==> config.mk <==
export PLATFORM = sky130hd
export DESIGN_NAME = tcbe_ctrl
export DESIGN_NICKNAME = d
export VERILOG_FILES = /design/src/tcbe_pkg.sv /design/src/tcbe_ctrl.sv
export SDC_FILE = /design/constraint.sdc
export NUM_CORES = 1
export LEC_CHECK = 0
export ABC_AREA = 0
export BUFFER_PORTS_ARGS = -buffer_cell sky130_fd_sc_hd__buf_2
export CAP_MARGIN = 0
export CORE_AREA = 2 2 39 41
export DETAILED_ROUTE_END_ITERATION = 6
export DIE_AREA = 0 0 41 43
export PLACE_DENSITY = 0.72
export SYNTH_ARGS = -nofsm -noshare
export SYNTH_HDL_FRONTEND = slang
export SYNTH_SLANG_ARGS = --single-unit
==> constraint.sdc <==
create_clock -name clk -period 2.2 [get_ports clk]
set_clock_uncertainty 0.1 [all_clocks]
set_input_delay 0.22 -clock clk [delete_from_list [all_inputs] [get_ports clk]]
set_output_delay 0.22 -clock clk [all_outputs]
set_load 0.02 [all_outputs]
==> src/tcbe_pkg.sv <==
// ----------------------------------------------------------------------------
// tcbe_pkg
// Shared constants, command codes and controller/datapath interface types
// for the text cell buffer engine.
// ----------------------------------------------------------------------------
`default_nettype none

package tcbe_pkg;

    localparam int MAX_COLS    = 128;
    localparam int MAX_ROWS    = 32;
    localparam int STORE_CELLS = 4096;

    localparam int POS_W      = 8;
    localparam int COL_W      = $clog2(MAX_COLS + 1);
    localparam int ROW_W      = $clog2(MAX_ROWS + 1);
    localparam int IDX_W      = $clog2(STORE_CELLS);
    localparam int CNT_W      = IDX_W + 1;
    localparam int COUNT_W    = 13;
    localparam int CMD_W      = 3;
    localparam int BYTE_W     = 8;
    localparam int WORD_W     = 16;
    localparam int SCROLL_W   = 9;
    localparam int CFG_IDX_W  = 2;
    localparam int CFG_DATA_W = 8;
    localparam int CFG_COLS_W = 8;
    localparam int CFG_ROWS_W = 6;

    localparam logic [CMD_W-1:0] CMD_RD_CELL    = 3'd0;
    localparam logic [CMD_W-1:0] CMD_WR_CELL    = 3'd1;
    localparam logic [CMD_W-1:0] CMD_RD_ATTR    = 3'd2;
    localparam logic [CMD_W-1:0] CMD_WR_ATTR    = 3'd3;
    localparam logic [CMD_W-1:0] CMD_MOVE       = 3'd4;
    localparam logic [CMD_W-1:0] CMD_FILL       = 3'd5;
    localparam logic [CMD_W-1:0] CMD_SCROLL     = 3'd6;
    localparam logic [CMD_W-1:0] CMD_SET_CURSOR = 3'd7;

    localparam logic [CFG_IDX_W-1:0] CFG_COLS   = 2'd0;
    localparam logic [CFG_IDX_W-1:0] CFG_ROWS   = 2'd1;
    localparam logic [CFG_IDX_W-1:0] CFG_CURSOR = 2'd2;

    localparam logic [CFG_COLS_W-1:0] COLS_RESET = 8'd80;
    localparam logic [CFG_ROWS_W-1:0] ROWS_RESET = 6'd25;

    localparam logic [1:0] MSEL_FIRST  = 2'd0;
    localparam logic [1:0] MSEL_SECOND = 2'd1;
    localparam logic [1:0] MSEL_AREA   = 2'd2;

    typedef struct packed {
        logic       accept;
        logic       mul_en;
        logic [1:0] mul_sel;
        logic       cap_a;
        logic       cap_b;
        logic       cap_area;
        logic       access;
        logic       plan;
        logic       plan2;
        logic       move_rd;
        logic       fill_wr;
        logic       clr_wr;
        logic       load_out;
    } tcbe_ctl_t;

    typedef struct packed {
        logic [CMD_W-1:0] cmd;
        logic             move_busy;
        logic             move_last;
        logic             fill_en;
        logic             fill_last;
        logic             clr_last;
    } tcbe_stat_t;

endpackage

`default_nettype wire

==> src/tcbe_ctrl.sv <==
// ----------------------------------------------------------------------------
// tcbe_ctrl
// Sequencing state machine: clearing pass, index setup, move, fill and
// result handoff through the output register.
// ----------------------------------------------------------------------------
`default_nettype none

module tcbe_ctrl
    import tcbe_pkg::*;
(
    input  wire logic       clk,
    input  wire logic       rst_n,
    input  wire logic       in_valid,
    output logic            in_stall,
    output logic            out_valid,
    input  wire logic       out_stall,
    input  wire tcbe_stat_t stat,
    output tcbe_ctl_t       ctl
);

    localparam logic [3:0] S_CLEAR = 4'd0;
    localparam logic [3:0] S_IDLE  = 4'd1;
    localparam logic [3:0] S_M1    = 4'd2;
    localparam logic [3:0] S_M2    = 4'd3;
    localparam logic [3:0] S_M3    = 4'd4;
    localparam logic [3:0] S_M4    = 4'd5;
    localparam logic [3:0] S_PLAN  = 4'd6;
    localparam logic [3:0] S_PLAN2 = 4'd7;
    localparam logic [3:0] S_MOVE  = 4'd8;
    localparam logic [3:0] S_DRAIN = 4'd9;
    localparam logic [3:0] S_FILL  = 4'd10;
    localparam logic [3:0] S_DONE  = 4'd11;

    logic [3:0] state_reg;
    logic [3:0] state_next;
    logic       out_valid_reg;
    logic       out_valid_next;

    always_comb
    begin
        state_next     = state_reg;
        ctl            = '0;
        out_valid_next = out_valid_reg && out_stall;
        case (state_reg)
            S_CLEAR:
            begin
                ctl.clr_wr = 1'b1;
                if (stat.clr_last)
                begin
                    state_next = S_IDLE;
                end
            end
            S_IDLE:
            begin
                if (in_valid)
                begin
                    ctl.accept = 1'b1;
                    state_next = S_M1;
                end
            end
            S_M1:
            begin
                ctl.mul_en  = 1'b1;
                ctl.mul_sel = MSEL_FIRST;
                state_next  = S_M2;
            end
            S_M2:
            begin
                ctl.mul_en  = 1'b1;
                ctl.mul_sel = MSEL_SECOND;
                ctl.cap_a   = 1'b1;
                ctl.access  = 1'b1;
                if (stat.cmd inside {CMD_MOVE, CMD_FILL, CMD_SCROLL})
                begin
                    state_next = S_M3;
                end
                else
                begin
                    state_next = S_DONE;
                end
            end
            S_M3:
            begin
                ctl.mul_en  = 1'b1;
                ctl.mul_sel = MSEL_AREA;
                ctl.cap_b   = 1'b1;
                state_next  = S_M4;
            end
            S_M4:
            begin
                ctl.cap_area = 1'b1;
                state_next   = S_PLAN;
            end
            S_PLAN:
            begin
                ctl.plan   = 1'b1;
                state_next = S_PLAN2;
            end
            S_PLAN2:
            begin
                ctl.plan2 = 1'b1;
                if (stat.move_busy)
                begin
                    state_next = S_MOVE;
                end
                else if (stat.fill_en)
                begin
                    state_next = S_FILL;
                end
                else
                begin
                    state_next = S_DONE;
                end
            end
            S_MOVE:
            begin
                ctl.move_rd = 1'b1;
                if (stat.move_last)
                begin
                    state_next = S_DRAIN;
                end
            end
            S_DRAIN:
            begin
                if (stat.fill_en)
                begin
                    state_next = S_FILL;
                end
                else
                begin
                    state_next = S_DONE;
                end
            end
            S_FILL:
            begin
                ctl.fill_wr = 1'b1;
                if (stat.fill_last)
                begin
                    state_next = S_DONE;
                end
            end
            S_DONE:
            begin
                if (!out_valid_reg || !out_stall)
                begin
                    ctl.load_out   = 1'b1;
                    out_valid_next = 1'b1;
                    state_next     = S_IDLE;
                end
            end
            default:
            begin
                state_next = S_IDLE;
            end
        endcase
    end

    always_ff @(posedge clk or negedge rst_n)
    begin
        if (!rst_n)
        begin
            state_reg     <= S_CLEAR;
            out_valid_reg <= 1'b0;
        end
        else
        begin
            state_reg     <= state_next;
            out_valid_reg <= out_valid_next;
        end
    end

    assign in_stall  = (state_reg != S_IDLE);
    assign out_valid = out_valid_reg;

endmodule

`default_nettype wire

==> run metrics, run 1 <==
Max Clock Freq=between 500 and 600 MHz; post-route DRC violation count=0; Worst setup startpoint=state_reg[1]; setup repair bufs after CTS=0; Overall Power=1.11 mW; worst min path class=input pin to flip-flop; Port Buffers=27; global-route wire length before repair=~2200 um; final WL=about 1300 um; library cells used by synthesis=32; pin count of the biggest net entering global routing=19; Crit. End Element=output port; Synth Net Count=81; global-route met1 utilization=0.199; post-route cell area=roughly 680 sq um; period utilization=0.899; die width=around 40 um; family with the most delay on the worst path=flip-flops; RSZ-0062 raised after global routing=false; Clock Path Buffers=2; initial antenna violation count=0; placed cells=104; wire per inst=12.3 um; GRT Util Overall=0.181; Synth top area share=0.235; Synth Instances=between 60 and 70; post-place setup slack=0.414 ns; core footprint=between 1000 and 1500 sq um; crit-path max cell delay=between 0.6 and 0.7 ns; CTS Buf Count=3; 1st-pass router iterations=4; crit path cell chain=nand2_2, nor3b_1, buf_2; startpoint types=flip-flop; Max IR drop VDD=approximately 0.00054 V; post-layout min period=approximately 2.0 ns; setup_tns=0 ns; final setup violation count=0; GR peak layer=met2; Initial Util=0.385; num rows=14; Avg Cell Area, Syn=just under 8 sq um; post-synthesis sequential area ratio=0.235; Worst path slowest cell=dfrtp_1; total number of vias=approximately 600; flip-flop count of the largest register after layout=4; share of cells above drive strength 1=0.409; Crit Path Category=flip-flop to output port; Final Net Count=between 100 and 150; Post-DRT Antenna Nets=0; Post-CTS Resized=0; Die Ht=43 um; grt ovf=0; Post-synth EDFFs=0; Synth area leader=dfrtp_1; worst path bufs/invs=1; Cell Pwr Density=between 1500 and 2000 nW/um^2; root buffer cell=clkbuf_4; CTS sink count=5; Util after Layout=0.490; R2R Path Start=state_reg[3]; Clock transition at path regs=0.05 ns; Crit Path Max Fanout=18; post-route setup slack=approximately 0.22 ns; worst hold start=out_stall; Worst Path Required=roughly 1.9 ns; dpl cell area=about 640 sq um; I/O pin count=28; max-cap viol count=0; Cell Area, Synth=approximately 530 sq um; antenna cells=0; Yosys warning total=0; Leak=0.334 nW; area grow syn2layout=27.2%; top-count cell post-synth=nor2_1; Non-Filler Instances=around 110; gpl congestion=around 0.85; Final Hold Viols=0; Slew @ Worst Pin=between 0.5 and 0.6 ns; vias in the first global route=just over 500; ys async rst share=1.00; Area contributors post-synth=dfrtp_1 23%, nor2_1 7.0%, nor3_1 4.7%; Synth Register Bits=5; Worst EP arrival=about 1.7 ns; routing usage on met2=0.284; Via density=~5.4; dpl hpwl=~920 um; Worst-Skew Late Latency=~0.24 ns; CTS HTree Levels=1; met3 Usage GRT=0.0471; Synth Flop Type=dfrtp_1; status=finished, final reports clean; top cells by count, synth=10 x nor2_1, 5 x dfrtp_1, 5 x nor3_1; DIE AREA=approximately 1800 sq um; CTS tree=yes; Pins Over Slew Limit=0; relative slew slack=0.641; hold_ws=roughly 0.19 ns; Starting DRT DRC Count=18
-- worst reg2reg max path: stages (launching register included) --
cell and delay [ns]:
dfrtp_1 0.64, nand2b_4 0.13, a2111oi_2 0.35, or3_4 0.19, mux2_4 0.29
-- metal layers --
| layer | vias up | wire [um] |
|---|---|---|
| met5 | - | 0 |
| met4 | 0 | 48 |
| met3 | 6 | 58 |
| met2 | 20 | 690 |
| met1 | 270 | 542 |
| li1 | 294 | - |
-- final timing paths --
check / end / slack (ns) / cells past startpoint
max reg2reg: state_reg[0] / 0.38 / 4
max in group asynchronous: state_reg[1] / 1.62 / 2
min in group asynchronous: state_reg[2] / 0.25 / 2
min reg2reg: out_valid / 0.50 / 2
max: ctl[0] / 0.22 / 3
min: out_valid / 0.19 / 3
-- cells in the final DEF, fill, tap and decap left out --
cell type	synthesis	routed
o21ai_0	2	2
nand4b_1	1	1
nand2b_4	1	1
mux2_4	1	1
buf_4	3	2
a21bo_2	1	1
a2111oi_2	1	1
nand2_2	1	1
mux2_1	1	1
buf_2	4	27
nor3b_1	2	2
dlygate4sd3_1	0	1
nand3_1	1	1
o21a_1	1	1
nand2b_1	3	3
or3_4	1	1
and3_1	1	1
clkbuf_4	0	3
nor2_1	10	10
a21oi_1	4	4
o211a_1	1	1
nand2_1	4	4
o31ai_1	3	3
nor2b_1	2	2
a311o_1	1	1
mux2i_1	1	1
inv_1	1	1
clkbuf_1	2	1
a22oi_1	1	1
dfrtp_1	5	5
nor4_1	2	2
o22ai_1	1	1
nor3_1	5	5
-- final cells by class --
class / count / area, sq um
sequential: 5 / 125
tap: 16 / 20.0
multi-input combinational: 53 / 343
timing repair buffer: 30 / 160
fill: 138 / 706
clock buffer: 4 / 26.3
inverter: 1 / 3.75
-- cells by family after synthesis --
logic type / share of synthesized area
compound gates: 0.223
buf+inv: 0.122
flops: 0.235
mux: 0.0681
simple gates: 0.352
-- repair_timing --
item                                   in CTS  in global routing
hold buffers                                1                  0
endpoints found under the hold margin       5                  0
setup endpoints to repair                   0                  0
-- power breakdown --
group	total, mW	switching, mW	internal [mW]
clock	0.110	0.0410	0.0688
sequential	0.256	0.118	0.138
combinational	0.746	0.427	0.319
No activity file was read; power rests on OpenSTA's default activity.
==> run 2, diff against run 1 <==
==> constraint.sdc (replaced) <==
create_clock -name clk -period 2.4 [get_ports clk]
set_clock_uncertainty 0.1 [all_clocks]
set_input_delay 0.24 -clock clk [delete_from_list [all_inputs] [get_ports clk]]
set_output_delay 0.24 -clock clk [all_outputs]
set_load 0.02 [all_outputs]
==> run metrics, run 2 (synthesized netlist as in run 1, its figures left out) <==
core footprint=1380 sq um (unchanged); Final Hold Viols=0 (unchanged); Clock Path Buffers=2 (unchanged); die width=41 um (unchanged); Crit. End Element=output port; total number of vias=580 (-1.7%); placed cells=104 (unchanged); worst min path class=input pin to flip-flop; gpl congestion=0.780 (-8.7%); final setup violation count=0 (unchanged); flip-flop count of the largest register after layout=4 (unchanged); Leak=0.334 nW (unchanged); final WL=1270 um (-5.4%); Worst path slowest cell=dfrtp_1; crit-path max cell delay=0.65 ns (-0.02 ns); Worst Path Required=2.06 ns (+0.18 ns); I/O pin count=28 (unchanged); Slew @ Worst Pin=0.505 ns (-0.0327 ns); pin count of the biggest net entering global routing=19 (unchanged); 1st-pass router iterations=4 (unchanged); share of cells above drive strength 1=0.409 (unchanged); initial antenna violation count=0 (unchanged); area grow syn2layout=27.2% (unchanged); Post-CTS Resized=0 (unchanged); CTS HTree Levels=1 (unchanged); Crit Path Category=flip-flop to output port; Max Clock Freq=roughly 520 MHz; register area=125 sq um (unchanged); Worst-Skew Late Latency=0.25 ns (about the same); hold_ws=0.215 ns (+0.0263 ns); Starting DRT DRC Count=8 (-10); global-route met1 utilization=0.207 (+0.00789); crit path cell chain=nand2_2, nor3_1, buf_2; Via density=5.32 (-1.7%); Final Net Count=106 (unchanged); wire per inst=11.6 um (-5.4%); CTS tree=yes; GRT Util Overall=0.169 (-0.0118); status=finished, final reports clean; most frequent cells in the layout=27 x buf_2, 10 x nor2_1, 5 x nor3_1, 5 x dfrtp_1; Pins Over Slew Limit=0 (unchanged); Initial Util=0.385 (unchanged); Worst EP arrival=1.60 ns (-0.06 ns); Port Buffers=27 (unchanged); antenna cells=0 (unchanged); vias in the first global route=489 (-5.8%); Max IR drop VDD=0.000542 V (+0.21%); root buffer cell=clkbuf_4; CTS sink count=5 (unchanged); Die Ht=43 um (unchanged); post-route DRC violation count=0 (unchanged); Post-DRT Antenna Nets=0 (unchanged); setup_tns=0 ns (unchanged); area of the multi-input gates=343 sq um (unchanged); most common cell after layout, fill and taps aside=buf_2; DIE AREA=1760 sq um (unchanged); final-layout fill cell count=138 (unchanged); period utilization=0.808; grt ovf=0 (unchanged); Clock transition at path regs=0.04 ns (about the same); met3 Usage GRT=0.0314 (-0.0157); num rows=14 (unchanged); routing usage on met2=0.259 (-0.0250); GR peak layer=met2; relative slew slack=0.663 (+0.0218); dpl hpwl=960 um (+4.9%); global-route wire length before repair=2030 um (-6.7%); post-layout min period=1.94 ns; CTS Buf Count=3 (unchanged); Non-Filler Instances=109 (unchanged); setup repair bufs after CTS=0 (unchanged); Cell Pwr Density=1480 nW/um^2 (-9.4%); startpoint types=flip-flop; max-cap viol count=0 (unchanged); Crit Path Max Fanout=18 (unchanged); RSZ-0062 raised after global routing=false
==> run 2: layer usage <==
| metal | routed length [um] | share of wire | vias to the layer above |
|---|---|---|---|
| li1 | - | - | 289 |
| met2 | 643 | 0.51 | 22 |
| met3 | 71 | 0.056 | 3 |
| met5 | 0 | 0 | - |
| met1 | 529 | 0.42 | 266 |
| met4 | 23 | 0.018 | 0 |
==> run 2: layout make-up <==
type / instances / share of cell area
Sequential cell: 5 / 0.185
Timing Repair Buffer: 30 / 0.236
Multi-Input combinational cell: 53 / 0.506
Clock buffer: 4 / 0.0387
Tap cell: 16 / 0.0295
Inverter: 1 / 0.00554
==> run 2: path summary, 6_finish.rpt <==
kind	from	end	slack, ns	cells after the start
worst max-delay path	state_reg[1]	ctl[10]	0.46	3
worst min-delay path	out_stall	out_valid	0.21	3
worst max register to register	state_reg[1]	state_reg[0]	0.59	4
worst min register to register	out_valid	out_valid	0.51	2
max in group asynchronous	rst_n	out_valid	1.85	2
min in group asynchronous	rst_n	state_reg[1]	0.23	2
==> run 2: critical path: cells and delay by family, from the launching register on <==
family        cells  cell delay (ns)
buf+inv           1             0.21
flops             1             0.65
simple gates      2             0.48
==> run 2: power by group <==
| group | leakage [nW] | total (mW) | switching, mW | internal, mW |
|---|---|---|---|---|
| Combinational | 0.257 | 0.673 | 0.381 | 0.292 |
| Clock | 0.0150 | 0.101 | 0.0378 | 0.0631 |
| Sequential | 0.0622 | 0.233 | 0.107 | 0.126 |
| Total | 0.334 | 1.01 | 0.525 | 0.482 |
==> run 2: stage by stage <==
stage                     power (mW)  setup slack (ns)  instance area, sq um  utilization
final                           1.01             0.460                   678        0.490
after global routing            1.09             0.271                   678        0.490
after CTS                       1.01             0.442                   678        0.490
after detailed placement       0.907             0.600                   642        0.464
after global placement         0.896             0.630                   642        0.464
after floorplan                0.789             0.531                   533            -
==> run 2: timing repair <==
action | in CTS | in global routing
setup endpoints to repair | 0 | 0
hold buffers | 1 | 0
endpoints found under the hold margin | 5 | 0
==> run 3, diff against run 2 <==
--- a/config.mk
+++ b/config.mk
@@ -5,13 +5,13 @@
 export SDC_FILE = /design/constraint.sdc
 export NUM_CORES = 1
 export LEC_CHECK = 0
-export ABC_AREA = 0
+export ABC_AREA = 1
 export BUFFER_PORTS_ARGS = -buffer_cell sky130_fd_sc_hd__buf_2
 export CAP_MARGIN = 0
 export CORE_AREA = 2 2 39 41
 export DETAILED_ROUTE_END_ITERATION = 6
 export DIE_AREA = 0 0 41 43
-export PLACE_DENSITY = 0.72
+export PLACE_DENSITY = 0.68
 export SYNTH_ARGS = -nofsm -noshare
 export SYNTH_HDL_FRONTEND = slang
 export SYNTH_SLANG_ARGS = --single-unit
==> constraint.sdc (replaced) <==
create_clock -name clk -period 2 [get_ports clk]
set_clock_uncertainty 0.1 [all_clocks]
set_input_delay 0.2 -clock clk [delete_from_list [all_inputs] [get_ports clk]]
set_output_delay 0.2 -clock clk [all_outputs]
set_load 0.02 [all_outputs]
==> run metrics, run 3 <==
Worst path slowest cell=dfrtp_1; grt ovf=0 (unchanged); Synth Flop Type=dfrtp_1; ys async rst share=1.00 (unchanged); Max IR drop VDD=0.000746 V (+38%); dpl hpwl=1050 um (+9.6%); CTS tree=yes; placed cells=126 (+21%); I/O pin count=28 (unchanged); Starting DRT DRC Count=11 (+3); CTS HTree Levels=1 (unchanged); RSZ-0062 raised after global routing=false; setup_tns=0 ns (unchanged); Synth Instances=86 (+25%); post-synthesis sequential area ratio=0.262 (+0.0277); root buffer cell=clkbuf_4; Final Net Count=128 (+21%); top-count cell post-synth=nand2_1; Synth area leader=dfrtp_1; num rows=14 (unchanged); Synth top area share=0.262 (+0.0277); post-route DRC violation count=0 (unchanged); Max Clock Freq=roughly 600 MHz; antenna cells=0 (unchanged); CTS Buf Count=3 (unchanged); share of cells above drive strength 1=0.287 (-0.122); 1st-pass router iterations=4 (unchanged); Via density=4.47 (-16%); R2R depth=7 (+3); max-cap viol count=0 (unchanged); Port Buffers=27 (unchanged); CTS sink count=5 (unchanged); Top cell by count, worst path=inv_1; Clock transition at path regs=0.05 ns (about the same); relative slew slack=0.791 (+0.128); crit path cell chain=inv_1, nor2_1, inv_1, o21ai_0, buf_2; status=finished, final reports clean; Initial Util=0.344 (-0.0407); Synth Register Bits=5 (unchanged); initial antenna violation count=0 (unchanged); core footprint=1380 sq um (unchanged); top cells by count, synth=30 x nand2_1, 16 x inv_1, 11 x nor2_1; Worst Path Required=1.70 ns (-0.36 ns); global-route wire length before repair=2050 um (+1.0%); vias in the first global route=530 (+8.4%); Die Ht=43 um (unchanged); Synth Net Count=98 (+21%); Slew @ Worst Pin=0.313 ns (-0.192 ns); post-layout min period=approximately 1.7 ns; Crit Path Max Fanout=5 (-13); Area contributors post-synth=dfrtp_1 26%, nand2_1 24%, inv_1 13%; period utilization=0.833; total number of vias=585 (+0.86%); Crit Path Category=flip-flop to output port; Worst EP arrival=1.37 ns (-0.23 ns); final WL=1250 um (-1.6%); startpoint types=flip-flop; Clock Path Buffers=2 (unchanged); DIE AREA=1760 sq um (unchanged); pin count of the biggest net entering global routing=9 (-10); Avg Cell Area, Syn=5.54 sq um (-28%); die width=41 um (unchanged); Worst-Skew Late Latency=0.24 ns (about the same); WHS Path Cells=3 (unchanged); wire per inst=9.52 um (-18%); final setup violation count=0 (unchanged); Cell Area, Synth=477 sq um (-11%); setup repair bufs after CTS=0 (unchanged); most frequent cells in the layout=30 x nand2_1, 27 x buf_2, 16 x inv_1; Yosys warning total=0 (unchanged); gpl congestion=0.842 (+8.0%); Pins Over Slew Limit=0 (unchanged); Non-Filler Instances=131 (+20%); worst min path class=input pin to flip-flop; Post-DRT Antenna Nets=0 (unchanged); flip-flop count of the largest register after layout=4 (unchanged); Crit. End Element=output port; library cells used by synthesis=18 (-44%); Final Hold Viols=0 (unchanged); crit-path max cell delay=0.39 ns (-0.26 ns); Post-synth EDFFs=0 (unchanged); most common cell after layout, fill and taps aside=nand2_1; Leak=0.456 nW (+37%); area grow syn2layout=35.4%; GRT Util Overall=0.172 (+0.00286); Cell Pwr Density=1710 nW/um^2 (+15%)
-- run 3: cell count changes in the layout (fill, tap and decap cells not counted), sizes merged, moves of 3 or more --
cell,delta
nand3,+6
o31ai,-3
nor3,-4
nand2,+26
inv,+16
nand2b,-4
-- run 3: layout make-up --
| type | count | area (sq um) |
|---|---|---|
| inverter | 18 | 67.6 |
| clock buffer | 4 | 26.3 |
| fill | 157 | 738 |
| sequential | 5 | 125 |
| tap | 16 | 20.0 |
| multi-input combinational | 60 | 262 |
| timing repair buffer | 28 | 145 |
-- run 3: metal layers --
layer	vias up	track usage	share of wire
met5	-	0	0
met3	0	0.0524	0.045
met2	17	0.272	0.50
met4	0	0.0600	0
li1	316	-	-
met1	252	0.210	0.45
-- run 3: power by group --
group          switching (mW)  leakage [nW]  internal, mW
Combinational           0.517         0.378         0.247
Sequential             0.0633        0.0629         0.155
Clock                  0.0447        0.0150        0.0757
Total                   0.625         0.456         0.478
-- run 3: final timing paths --
kind	startpoint	slack, ns	end
setup / recovery	state_reg[2]	0.33	ctl[12]
hold / removal	out_stall	0.08	out_valid
setup reg to reg	state_reg[3]	0.58	state_reg[0]
hold reg to reg	out_valid	0.40	out_valid
max in group asynchronous	rst_n	1.46	state_reg[0]
min in group asynchronous	rst_n	0.20	out_valid
-- run 3: per-stage QoR --
| stage | setup WS (ns) | power, mW | hold WS [ns] | instance area, sq um | util |
|---|---|---|---|---|---|
| floorplan | 0.482 | 0.796 | -0.196 | 477 | - |
| finish | 0.335 | 1.10 | 0.0837 | 646 | 0.467 |
| CTS | 0.331 | 1.11 | 0.0835 | 646 | 0.467 |
| global placement | 0.608 | 0.971 | -0.0820 | 609 | 0.440 |
| global route | 0.194 | 1.23 | 0.106 | 646 | 0.467 |
| detailed placement | 0.595 | 0.981 | -0.0785 | 609 | 0.440 |
-- run 3: cell families (layout without fill, tap and decap cells) --
| logic type | after synthesis | in the layout | synth area share |
|---|---|---|---|
| simple gates | 53 | 53 | 0.462 |
| buf+inv | 21 | 50 | 0.189 |
| compound gates | 7 | 7 | 0.0866 |
| flops | 5 | 5 | 0.262 |
-- run 3: worst max-delay path, delay by kind of cell, from the launching register on --
family | cells | cell delay (ns)
AOI/OAI and AO/OA | 1 | 0.16
and+or+nand+nor | 1 | 0.18
DFF | 1 | 0.39
buffers and inverters | 3 | 0.40
-- run 3: repair_timing --
item,CTS,global route
gates resized for setup,0,0
hold buffers,1,0
hold endpoints to repair,5,0
